**config.mk**
```make
export PLATFORM = sky130hd
export DESIGN_NAME = positional_insert_erase_array
export DESIGN_NICKNAME = d
export VERILOG_FILES = /design/src/rtl/piea_pkg.sv /design/src/rtl/piea_ram.sv /design/src/rtl/positional_insert_erase_array.sv
export SDC_FILE = /design/constraint.sdc
export NUM_CORES = 2
export LEC_CHECK = 0
export BUFFER_PORTS_ARGS = -buffer_cell sky130_fd_sc_hd__clkbuf_2
export CORE_MARGIN = 2
export CORE_UTILIZATION = 43
export DETAILED_ROUTE_END_ITERATION = 10
export PLACE_DENSITY = 0.66
export SLEW_MARGIN = 30
export SYNTH_ARGS = -nofsm -noshare
export SYNTH_HDL_FRONTEND = slang
export SYNTH_SLANG_ARGS = --single-unit
```
**constraint.sdc**
```tcl
create_clock -name clk -period 4.35 [get_ports clk]
set_input_delay 0 -clock clk [delete_from_list [all_inputs] [get_ports clk]]
set_output_delay 0 -clock clk [all_outputs]
set_load 0.005 [all_outputs]
```
**src/rtl/piea_pkg.sv**
```systemverilog
package piea_pkg;

  // Store geometry
  localparam int DEPTH  = 64;
  localparam int VAL_W  = 32;
  localparam int ADDR_W = $clog2(DEPTH);

  // Field widths
  localparam int ACT_W = 3;
  localparam int POS_W = 7;
  localparam int CNT_W = 7;
  localparam int ST_W  = 2;

  // Stream word layouts
  localparam int IN_TDATA_W  = 48;
  localparam int IN_TUSER_W  = ACT_W;
  localparam int OUT_TDATA_W = 48;

  // Actions
  localparam logic [ACT_W-1:0] ACT_INSERT = 3'd0;
  localparam logic [ACT_W-1:0] ACT_ERASE  = 3'd1;
  localparam logic [ACT_W-1:0] ACT_GET    = 3'd2;
  localparam logic [ACT_W-1:0] ACT_SET    = 3'd3;
  localparam logic [ACT_W-1:0] ACT_PRINT  = 3'd4;

  // Result status
  localparam logic [ST_W-1:0] ST_OK   = 2'd0;
  localparam logic [ST_W-1:0] ST_BAD  = 2'd1;
  localparam logic [ST_W-1:0] ST_FULL = 2'd2;

endpackage

```
**src/rtl/piea_ram.sv**
```systemverilog
module piea_ram #(
  parameter int WIDTH = 32,
  parameter int DEPTH = 64
) (
  input  logic                     clk,
  input  logic                     we,
  input  logic [$clog2(DEPTH)-1:0] waddr,
  input  logic [WIDTH-1:0]         wdata,
  input  logic                     re,
  input  logic [$clog2(DEPTH)-1:0] raddr,
  output logic [WIDTH-1:0]         rdata
);

  logic [WIDTH-1:0] mem [DEPTH];

  always_ff @(posedge clk) begin
    if (we) begin
      mem[waddr] <= wdata;
    end
    if (re) begin
      rdata <= mem[raddr];
    end
  end

endmodule

```
**src/rtl/positional_insert_erase_array.sv**
```systemverilog
// Bounded ordered array of signed 32-bit words held in one 64-entry RAM.
// Input stream: one word per action. in_tuser carries the action (insert,
// erase, get, set, print), in_tdata the position, erase count and value,
// in_tlast marks the final element of an insert run.
// Output stream: one word per result, carrying the element read (get,
// print), the element count, the capacity and a status; out_tuser flags a
// word that holds an element, out_tlast marks the final result of an action.
// Set, get, failed actions and erase of a tail run go straight to the
// result; insert at the end first writes the element; an insert or erase
// inside the array first moves the elements above the position, one
// element per cycle through the single RAM read and write ports; print
// reads and sends each element in turn. The next word can be taken in the
// cycle after the result loads; a new action is not taken before the last
// one is through.
// in_tready is high only while no action is in progress; a result held in
// the output register does not block the next action from being taken.
// When the receiver stalls, the output word holds and the block waits
// before loading the next result.
// Reset (synchronous, rst_n low) empties the array and sets capacity to
// one; RAM contents are not cleared, and no clearing pass is needed.
module positional_insert_erase_array (
  input  logic                              clk,
  input  logic                              rst_n,
  input  logic                              in_tvalid,
  output logic                              in_tready,
  // [6:0] position, [13:7] count, [45:14] element_value, [47:46] zero
  input  logic [piea_pkg::IN_TDATA_W-1:0]   in_tdata,
  // [2:0] action
  input  logic [piea_pkg::IN_TUSER_W-1:0]   in_tuser,
  input  logic                              in_tlast,
  output logic                              out_tvalid,
  input  logic                              out_tready,
  // [31:0] read_value, [38:32] element_count, [45:39] allocated_capacity,
  // [47:46] status
  output logic [piea_pkg::OUT_TDATA_W-1:0]  out_tdata,
  // [0] has_value
  output logic                              out_tuser,
  output logic                              out_tlast
);

  import piea_pkg::*;

  localparam logic [2:0] S_IDLE   = 3'd0;
  localparam logic [2:0] S_MOVE   = 3'd1;
  localparam logic [2:0] S_DRAIN  = 3'd2;
  localparam logic [2:0] S_PUT    = 3'd3;
  localparam logic [2:0] S_RESP   = 3'd4;
  localparam logic [2:0] S_PR_RD  = 3'd5;
  localparam logic [2:0] S_PR_OUT = 3'd6;

  // Unpack the input word
  logic [ACT_W-1:0] in_action;
  logic [POS_W-1:0] in_pos;
  logic [CNT_W-1:0] in_cnt;
  logic [VAL_W-1:0] in_val;

  assign in_action = in_tuser[ACT_W-1:0];
  assign in_pos    = in_tdata[6:0];
  assign in_cnt    = in_tdata[13:7];
  assign in_val    = in_tdata[45:14];

  // Control and item state
  logic [2:0]        state_r, state_nxt;
  logic [ADDR_W-1:0] pos_r, pos_nxt;
  logic [CNT_W-1:0]  cnt_r, cnt_nxt;
  logic [VAL_W-1:0]  val_r, val_nxt;
  logic              run_end_r, run_end_nxt;
  logic              ins_r, ins_nxt;
  logic              up_r, up_nxt;
  logic              pend_r, pend_nxt;
  logic [ADDR_W-1:0] rd_idx_r, rd_idx_nxt;
  logic [ADDR_W-1:0] wr_idx_r, wr_idx_nxt;
  logic [ADDR_W-1:0] end_idx_r, end_idx_nxt;
  logic [CNT_W-1:0]  count_r, count_nxt;
  logic [CNT_W-1:0]  cap_r, cap_nxt;
  logic [ST_W-1:0]   res_st_r, res_st_nxt;
  logic              res_rd_r, res_rd_nxt;

  // Output register
  logic              out_valid_r;
  logic [VAL_W-1:0]  out_val_r;
  logic              out_has_r;
  logic [CNT_W-1:0]  out_count_r;
  logic [CNT_W-1:0]  out_cap_r;
  logic [ST_W-1:0]   out_st_r;
  logic              out_last_r;

  logic              out_load;
  logic [VAL_W-1:0]  load_val;
  logic              load_has;
  logic [ST_W-1:0]   load_st;
  logic              load_last;
  logic              slot_free;

  // RAM port signals
  logic              ram_we;
  logic [ADDR_W-1:0] ram_waddr;
  logic [VAL_W-1:0]  ram_wdata;
  logic              ram_re;
  logic [ADDR_W-1:0] ram_raddr;
  logic [VAL_W-1:0]  ram_rdata;

  // Helpers
  logic [CNT_W:0]    erase_end;
  logic [CNT_W:0]    cap_dbl;
  logic [CNT_W-1:0]  count_inc;
  logic [ADDR_W-1:0] last_idx;

  assign erase_end = {1'b0, in_pos} + {1'b0, in_cnt};
  assign count_inc = count_r + 1'b1;
  assign cap_dbl   = {cap_r, 1'b0};
  assign last_idx  = ADDR_W'(count_r - 1'b1);
  assign slot_free = !out_valid_r || out_tready;
  assign in_tready = (state_r == S_IDLE);

  piea_ram #(
    .WIDTH (VAL_W),
    .DEPTH (DEPTH)
  ) u_store (
    .clk   (clk),
    .we    (ram_we),
    .waddr (ram_waddr),
    .wdata (ram_wdata),
    .re    (ram_re),
    .raddr (ram_raddr),
    .rdata (ram_rdata)
  );

  always_comb begin
    state_nxt   = state_r;
    pos_nxt     = pos_r;
    cnt_nxt     = cnt_r;
    val_nxt     = val_r;
    run_end_nxt = run_end_r;
    ins_nxt     = ins_r;
    up_nxt      = up_r;
    pend_nxt    = pend_r;
    rd_idx_nxt  = rd_idx_r;
    wr_idx_nxt  = wr_idx_r;
    end_idx_nxt = end_idx_r;
    count_nxt   = count_r;
    cap_nxt     = cap_r;
    res_st_nxt  = res_st_r;
    res_rd_nxt  = res_rd_r;
    ram_we      = 1'b0;
    ram_waddr   = wr_idx_r;
    ram_wdata   = ram_rdata;
    ram_re      = 1'b0;
    ram_raddr   = rd_idx_r;
    out_load    = 1'b0;
    load_val    = '0;
    load_has    = 1'b0;
    load_st     = ST_OK;
    load_last   = 1'b1;

    unique case (state_r)
      S_IDLE: begin
        if (in_tvalid) begin
          pos_nxt     = in_pos[ADDR_W-1:0];
          cnt_nxt     = in_cnt;
          val_nxt     = in_val;
          run_end_nxt = in_tlast;
          res_rd_nxt  = 1'b0;
          res_st_nxt  = ST_OK;
          state_nxt   = S_RESP;
          unique case (in_action)
            ACT_INSERT: begin
              if (in_pos > count_r) begin
                res_st_nxt = ST_BAD;
              end else if (count_r >= CNT_W'(DEPTH)) begin
                res_st_nxt = ST_FULL;
              end else if (in_pos == count_r) begin
                state_nxt = S_PUT;
              end else begin
                // shift [pos, count) up by one, top element first
                ins_nxt     = 1'b1;
                up_nxt      = 1'b0;
                pend_nxt    = 1'b0;
                rd_idx_nxt  = last_idx;
                end_idx_nxt = in_pos[ADDR_W-1:0];
                wr_idx_nxt  = count_r[ADDR_W-1:0];
                state_nxt   = S_MOVE;
              end
            end
            ACT_ERASE: begin
              if (erase_end > {1'b0, count_r}) begin
                res_st_nxt = ST_BAD;
              end else if (erase_end == {1'b0, count_r}) begin
                count_nxt = count_r - in_cnt;
              end else begin
                // pull [pos + count, size) down, lowest element first
                ins_nxt     = 1'b0;
                up_nxt      = 1'b1;
                pend_nxt    = 1'b0;
                rd_idx_nxt  = erase_end[ADDR_W-1:0];
                end_idx_nxt = last_idx;
                wr_idx_nxt  = in_pos[ADDR_W-1:0];
                state_nxt   = S_MOVE;
              end
            end
            ACT_GET: begin
              if (in_pos >= count_r) begin
                res_st_nxt = ST_BAD;
              end else begin
                ram_re     = 1'b1;
                ram_raddr  = in_pos[ADDR_W-1:0];
                res_rd_nxt = 1'b1;
              end
            end
            ACT_SET: begin
              if (in_pos >= count_r) begin
                res_st_nxt = ST_BAD;
              end else begin
                ram_we    = 1'b1;
                ram_waddr = in_pos[ADDR_W-1:0];
                ram_wdata = in_val;
              end
            end
            ACT_PRINT: begin
              if (count_r != '0) begin
                rd_idx_nxt = '0;
                state_nxt  = S_PR_RD;
              end
            end
            default: begin
              res_st_nxt = ST_BAD;
            end
          endcase
        end
      end

      S_MOVE: begin
        // read one element ahead, write the one read last cycle
        ram_re   = 1'b1;
        pend_nxt = 1'b1;
        if (pend_r) begin
          ram_we     = 1'b1;
          wr_idx_nxt = up_r ? wr_idx_r + 1'b1 : wr_idx_r - 1'b1;
        end
        if (rd_idx_r == end_idx_r) begin
          state_nxt = S_DRAIN;
        end else begin
          rd_idx_nxt = up_r ? rd_idx_r + 1'b1 : rd_idx_r - 1'b1;
        end
      end

      S_DRAIN: begin
        ram_we = 1'b1;
        if (ins_r) begin
          state_nxt = S_PUT;
        end else begin
          count_nxt = count_r - cnt_r;
          state_nxt = S_RESP;
        end
      end

      S_PUT: begin
        ram_we     = 1'b1;
        ram_waddr  = pos_r;
        ram_wdata  = val_r;
        count_nxt  = count_inc;
        // one insert grows the size by one, so at most one doubling
        if (cap_r < count_inc) begin
          cap_nxt = (cap_dbl > (CNT_W + 1)'(DEPTH)) ? CNT_W'(DEPTH) : cap_dbl[CNT_W-1:0];
        end
        state_nxt = run_end_r ? S_RESP : S_IDLE;
      end

      S_RESP: begin
        if (slot_free) begin
          out_load  = 1'b1;
          load_val  = res_rd_r ? ram_rdata : '0;
          load_has  = res_rd_r;
          load_st   = res_st_r;
          state_nxt = S_IDLE;
        end
      end

      S_PR_RD: begin
        ram_re    = 1'b1;
        state_nxt = S_PR_OUT;
      end

      S_PR_OUT: begin
        if (slot_free) begin
          out_load  = 1'b1;
          load_val  = ram_rdata;
          load_has  = 1'b1;
          load_last = (rd_idx_r == last_idx);
          if (rd_idx_r == last_idx) begin
            state_nxt = S_IDLE;
          end else begin
            rd_idx_nxt = rd_idx_r + 1'b1;
            state_nxt  = S_PR_RD;
          end
        end
      end

      default: begin
        state_nxt = S_IDLE;
      end
    endcase
  end

  // Control state
  always_ff @(posedge clk) begin
    if (!rst_n) begin
      state_r     <= S_IDLE;
      count_r     <= '0;
      cap_r       <= CNT_W'(1);
      pend_r      <= 1'b0;
      out_valid_r <= 1'b0;
    end else begin
      state_r <= state_nxt;
      count_r <= count_nxt;
      cap_r   <= cap_nxt;
      pend_r  <= pend_nxt;
      if (out_load) begin
        out_valid_r <= 1'b1;
      end else if (out_tready) begin
        out_valid_r <= 1'b0;
      end
    end
  end

  // Payload registers
  always_ff @(posedge clk) begin
    pos_r     <= pos_nxt;
    cnt_r     <= cnt_nxt;
    val_r     <= val_nxt;
    run_end_r <= run_end_nxt;
    ins_r     <= ins_nxt;
    up_r      <= up_nxt;
    rd_idx_r  <= rd_idx_nxt;
    wr_idx_r  <= wr_idx_nxt;
    end_idx_r <= end_idx_nxt;
    res_st_r  <= res_st_nxt;
    res_rd_r  <= res_rd_nxt;
    if (out_load) begin
      out_val_r   <= load_val;
      out_has_r   <= load_has;
      out_count_r <= count_r;
      out_cap_r   <= cap_r;
      out_st_r    <= load_st;
      out_last_r  <= load_last;
    end
  end

  assign out_tvalid = out_valid_r;
  assign out_tdata  = {out_st_r, out_cap_r, out_count_r, out_val_r};
  assign out_tuser  = out_has_r;
  assign out_tlast  = out_last_r;

endmodule

```
Yosys cells after proc, flatten, opt, wreduce, memory -nomap -nowiden

Memory sizes are Yosys's and may differ from the RTL's. A register that Yosys moved wholly into a read port is not among the register bits.
Index checks and enable logic that the tools add are counted.

Order comparisons: 6
Eq/ne operators: 38
$add $sub $neg: 9
Reduce and logical (&&, ||, !) cells: 24
Muxes and demuxes: 103

Operators with widths:

| cell                  | count |
|---|---|
| $mux W32              | 6 |
| $mux W6               | 31 |
| $pmux W32 S2          | 2 |
| $pmux W6 S2           | 4 |
| $mux W7               | 6 |
| $pmux W6 S3           | 2 |
| $mux W3               | 11 |
| $ne A2 B2 Y1 const B  | 14 |
| $mux W1               | 27 |
| $pmux W3 S7           | 1 |
| $pmux W7 S3           | 1 |
| $ne A3 B3 Y1 const B  | 6 |
| $sub A6 B1 Y6 const B | 3 |
| $reduce_and A8 Y1     | 2 |
| $sub A7 B7 Y7         | 2 |
| $add A6 B1 Y6 const B | 2 |
| $eq A3 B2 Y1 const B  | 4 |
| $eq A3 B3 Y1 const B  | 4 |
| $eq A6 B6 Y1          | 2 |
| $pmux W1 S2           | 6 |
| $reduce_and A12 Y1    | 1 |
| $pmux W3 S3           | 1 |
| $reduce_and A9 Y1     | 1 |
| $add A7 B7 Y8         | 1 |
| other kinds (26)      | 40 |

Input bits: 56
Word-level logic and storage cells: 203
Flip-flop bits (word level): 138
Memories: 1
Output and inout port bits: 52
Bits in writable memories: 2048

Memories:

| name        | depth | bits a word | read ports | clocked after memory_dff | write ports | RTL line       | text |
|---|---|---|---|---|---|---|---|
| u_store.mem | 64    | 32          | 1          | 1                        | 1           | piea_ram.sv:14 | `logic [WIDTH-1:0] mem [DEPTH];` |

Logic depth before layout (Yosys ltp)

Depth in word-level cells: 7
Mapped depth: 18
Depth with buffers taken out: 17

Cells and area by module

From an unflattened synthesis, not the netlist that was laid out.

Cell total of the unflattened synthesis: 4264
Area total of the unflattened synthesis: 87124.8 um^2

By module, submodules not included:

| module                        | times used | sequential area each (um^2) | area each (um^2) | cells an instance |
|---|---|---|---|---|
| piea_ram                      | 1          | 62459.9                     | 79359.9          | 3511 |
| positional_insert_erase_array | 1          | 3953.8                      | 7764.9           | 753 |

Worst setup path before layout

Ideal clock, no wire load.

Path kind: reg-to-reg
Start: register count_r[2]
End: memory u_store.mem[43][0], enable pin
Path buffers: 2
Cell stages (with the launch flop): 14
Setup time: 0.421 ns
Data arrival time: 4.261 ns
Period minus slack after synthesis: 4.682 ns
Slack: -0.332 ns
Data required time: 3.929 ns
Path through: dfxtp_1 -> clkbuf_1 -> inv_1 -> ha_1 -> nor2_1 -> nor2_1 -> a2111o_1 -> nor4_2 -> buf_2 -> a22oi_1 -> o21ai_0 -> nor2b_1 -> nand2_1 -> nor2_1

Word-level cells in the longest chain between the ends: 7
Elaborated cells between the ends (all ways): 11
Those cells by class: order compare (1); mux (10)

RTL lines:

| what                          | RTL line                             | text |
|---|---|---|
| from (decl)                   | positional_insert_erase_array.sv:74  | `logic [CNT_W-1:0] count_r, count_nxt;` |
| from (signal assigned)        | positional_insert_erase_array.sv:315 | `count_r <= count_nxt;` |
| $ge A7 B7 Y1 (*)              | positional_insert_erase_array.sv:211 | `if (in_pos >= count_r) begin` |
| $mux W1                       | positional_insert_erase_array.sv:211 |  |
| $mux W1                       | positional_insert_erase_array.sv:166 | `unique case (in_action)` |
| $mux W1                       | positional_insert_erase_array.sv:158 | `if (in_tvalid) begin` |
| $pmux W1 S3                   | positional_insert_erase_array.sv:156 | `unique case (state_r)` |
| $mux W1                       | piea_ram.sv:17                       | `if (we) begin` |
| $mux W1 (implied by the code) | piea_ram.sv:18                       | `mem[waddr] <= wdata;` |
| to (decl)                     | piea_ram.sv:14                       |  |

Every way passes the cells marked *; elsewhere a longest branch is shown, timed or not.

Final worst setup path

Start: register count_r[6]
End: register u_store.rdata[6], read port of u_store.mem (data pin)

Word-level cells in the longest chain between the ends: 5
Elaborated cells between the ends (all ways): 9
Those cells by class: order compare (1); mux (8)

RTL lines:

| what                                   | RTL line                             | text |
|---|---|---|
| $ge A7 B7 Y1 (*)                       | positional_insert_erase_array.sv:202 | `if (in_pos >= count_r) begin` |
| $mux W1 or $mux W6 (tied branches)     | positional_insert_erase_array.sv:202 |  |
| $mux W1 or $mux W6 (tied branches)     | positional_insert_erase_array.sv:166 |  |
| $mux W1 or $mux W6 (tied branches)     | positional_insert_erase_array.sv:158 |  |
| $pmux W1 S2 or $mux W6 (tied branches) | positional_insert_erase_array.sv:156 |  |
| to (decl)                              | piea_ram.sv:11                       | `output logic [WIDTH-1:0] rdata` |

Marks and branches as above.
A chain may end at the register's enable or synchronous reset.

==> impl_metrics.csv <==
group,metric,value,unit
outcome,status,"completed",
synth,synth.avg_cell_area,15.4,sq um
detailed_routing,via_per_inst,5.88,
global_route,track_usage,22.9,%
worst_hold_path,hold_path.class,"input pin to flop",
cts,cts_buffers,207,
detailed_routing,wl_per_cell,26.9,um
timing,clock.fmax,0.237,GHz
power_and_ir_drop,power.leakage,0.0345,uW
setup_path,reg2reg_to,"u_store.rdata[6]",
worst_hold_path,min_from,"in_tdata[15]",
floorplanning,fp.dieW,455,um
layout,layout_common_cells,"2,199 x edfxtp_1, 844 x nand2_1, 621 x mux2i_1",
synth,synth_warnings,0,
cts,cts_tree,"done",
cts,clockRootBuffer,"clkbuf_16",
setup_path,critPathMaxStageDelay,620,ps
setup_path,start_kind,"flop",
floorplanning,rows,165,
setup_path,r2r_cells,12,
global_route,antenna_found_initial,4,
layout,drive_above_1_share,13.9,%
timing,timing.hold.ws,77.2,ps
place,place_congestion,0.890,
layout,nNetsFinal,6204,
layout,final_area,0.102,sq mm
cts,h-tree-depth,4,
floorplanning,coreArea,0.202,sq mm
run,cap_violations,0,
timing,tns,0,ps
detailed_routing,via_count,52600,
global_route,grt_pass1_vias,50800,
place,io_buffers,105,
timing,tightest_slew,992,ps
setup_path,cp_max_fo,20,
setup_path,cp_top_family,"compound AO/OA/AOI/OAI gates",
timing,setup_viol,0,
worst_hold_path,min_path_cells,2,
setup_path,worst_ep_required_time,4960,ps
timing,hold_violations,0,
global_route,grt_pass1_wl,348000,um
setup_path,end_kind,"flop",
synth,synthesis.area,0.0875,sq mm
setup_path,rrSetupSlack,130,ps
place,dpl.hpwl,139000,um
timing,rsz0062_at_grt,"no",
cts,clkTransAtPathRegs,60,ps
synth,synth_cells,5669,
place,dp_cells,8469,
layout,syn_to_final_growth,16.7,%
timing,min_period,4220,ps
cts,cts_buffer_depth,3,
timing,period_share,96.9,%
synth,synth-async-reset-ratio,0,%
detailed_routing,drc,0,
layout,n_fill_cell,16300,
layout,final_common_cell,"edfxtp_1",
timing,clock-skew-final,58.9,ps
layout,instances_no_fill,8946,
global_route,grt_max_degree,106,
synth,synthDistinctLibCells,64,
detailed_routing,routed_wl,241000,um
synth,synth_nets,5770,
floorplanning,die_h,455,um
synth,ys_seq_elements,2218,
timing,timing.slew.headroom,33.8,%
setup_path,worst_path_max_delay_cell,"o21ai_4",
global_route,grt-ovfl-total,0,
power_and_ir_drop,power_density,423,mW/mm^2
detailed_routing,ant_nets,0,
synth,synth-main-ff-cell,"edfxtp_1",
timing,slew_viol_final,0,
floorplanning,start_util,43.3,%
detailed_routing,drt_iter0_drc,7261,
synth,synth_seq_area_share,75.9,%
worst_hold_path,min_to,"val_r[1]",
floorplanning,io_pins,108,
setup_path,arrival,4830,ps
setup_path,crit-reg2reg-launch,"count_r[6]",
cts,cts.sinks,2218,
setup_path,crit_buf_inv,3,
place,dpl_cell_area,0.0945,sq mm
power_and_ir_drop,ir_worst_vdd,473,uV
setup_path,worst-setup-path-type,"flop to flop",
floorplanning,fp.dieArea,0.207,sq mm
power_and_ir_drop,p_total,43200,uW
synth,synth_edf_count,2199,
cts,clkLatencyLatePin,880,ps
setup_path,worstPathCellList,"clkinv_1 -> ha_1 -> a21oi_1 -> o21ai_1 -> a211o_1 -> buf_4 -> o21ai_4 -> buf_4 -> o21ai_0 -> nand4_1 -> nand4_1 -> or2_2",
detailed_routing,drt-pass1-iter-count,7,
-- per-layer routing --
metal / vias up / track usage, % / share of wire (%)
met5: - / 0 / 0
met4: 0 / 9.90 / 4.4
met3: 412 / 3.87 / 9.4
met2: 2805 / 36.7 / 47
met1: 26600 / 31.0 / 39
li1: 22800 / - / -
-- sequential cells by signal (all words and copies together) (netlist names), 2 cells and up --
name           count
end_idx_r          6
res_st_r           2
wr_idx_r           6
u_store.mem     2048
cap_r              7
cnt_r              7
rd_idx_r           6
out_cap_r          7
state_r            3
out_count_r        7
u_store.rdata     32
out_st_r           2
count_r            7
val_r             32
out_val_r         32
pos_r              6
-- worst reg2reg max path, stage by stage, from the launching register on --
cell      delay [ps]
dfxtp_1          340
clkinv_1          90
ha_1             320
a21oi_1          230
o21ai_1          190
a211o_1          370
buf_4            250
o21ai_4          620
buf_4            500
o21ai_0          210
nand4_1          240
nand4_1          250
or2_2            360
-- kinds of logic after synthesis --
| group | Yosys count | share of synthesized area [%] |
|---|---|---|
| flops | 2218 | 75.9 |
| simple gates | 1522 | 7.78 |
| compound gates | 809 | 6.02 |
| mux | 628 | 7.19 |
| buf+inv | 408 | 2.03 |
| fa+ha+maj | 45 | 0.669 |
| xor+xnor | 39 | 0.390 |
-- final cells by class --
class / count / area [sq um] / share of cell area [%]
flip-flops and latches: 2218 / 66400 / 65.0
well taps: 2672 / 3340 / 3.27
repair buffers: 569 / 5550 / 5.43
diodes: 2 / 5.00 / 0.00490
inverters: 64 / 241 / 0.236
multi-input cells: 3043 / 19900 / 19.5
clock inverters: 119 / 1200 / 1.18
clock buffers: 259 / 5420 / 5.30
-- metrics by stage --
| stage | utilization [%] | setup slack (ps) |
|---|---|---|
| after floorplan | - | -332 |
| after detailed placement | 46.8 | -52.9 |
| after global routing | 50.5 | 16.7 |
| final | 50.5 | 133 |
| after CTS | 50.5 | 102 |
| after global placement | 46.8 | -32.7 |
-- how the worst max path moves through the flow --
stage | start | end | slack (ps) | depth (start not counted)
4_1_cts | count_r[6] | u_store.rdata[1] | 100 | 13
3_3_place_gp | count_r[6] | u_store.rdata[6] | -30 | 13
3_5_place_dp | count_r[6] | u_store.rdata[6] | -50 | 13
5_1_grt | count_r[6] | u_store.mem[2][26] | 20 | 14
2_1_floorplan | count_r[2] | u_store.mem[43][0] | -330 | 13
6_report | count_r[6] | u_store.rdata[6] | 130 | 12
-- synthesized netlist by cell type, types with 12 or more instances --
cell | number | share of area [%]
or2_2 | 12 | 0.086
a222oi_1 | 41 | 0.47
clkbuf_1 | 139 | 0.60
a21oi_1 | 36 | 0.21
edfxtp_1 | 2199 | 75
nand2b_1 | 18 | 0.13
a32oi_1 | 67 | 0.67
a22oi_1 | 12 | 0.10
dfxtp_1 | 19 | 0.43
and3_1 | 23 | 0.16
inv_1 | 63 | 0.27
and2_1 | 37 | 0.26
xnor2_1 | 29 | 0.29
a31oi_1 | 129 | 0.92
buf_2 | 148 | 0.85
nand4_1 | 122 | 0.87
o21ai_0 | 192 | 1.1
o22ai_1 | 259 | 1.9
ha_1 | 42 | 0.60
nand2_1 | 846 | 3.6
nand3_1 | 238 | 1.4
and4_1 | 23 | 0.23
nor2_1 | 152 | 0.65
o211ai_1 | 12 | 0.10
mux2i_1 | 625 | 7.2
buf_1 | 44 | 0.19
nor3_1 | 12 | 0.069
-- power breakdown --
group          switching [uW]  internal [uW]
clock network            7890           9770
registers                47.0          23400
logic                    1320            706
total                    9270          33900
-- repair_timing --
| item | 4_1_cts | 5_1_grt |
|---|---|---|
| endpoints found under the hold margin | 716 | 0 |
| hold buffers | 95 | 0 |
| endpoints found under the setup margin | 3 | 10 |
| pin swaps | 1 | 0 |
| resized for setup | 0 | 1 |
| gates cloned | 0 | 0 |
| setup buffers | 2 | 0 |
(Power assumes the default switching activity.)
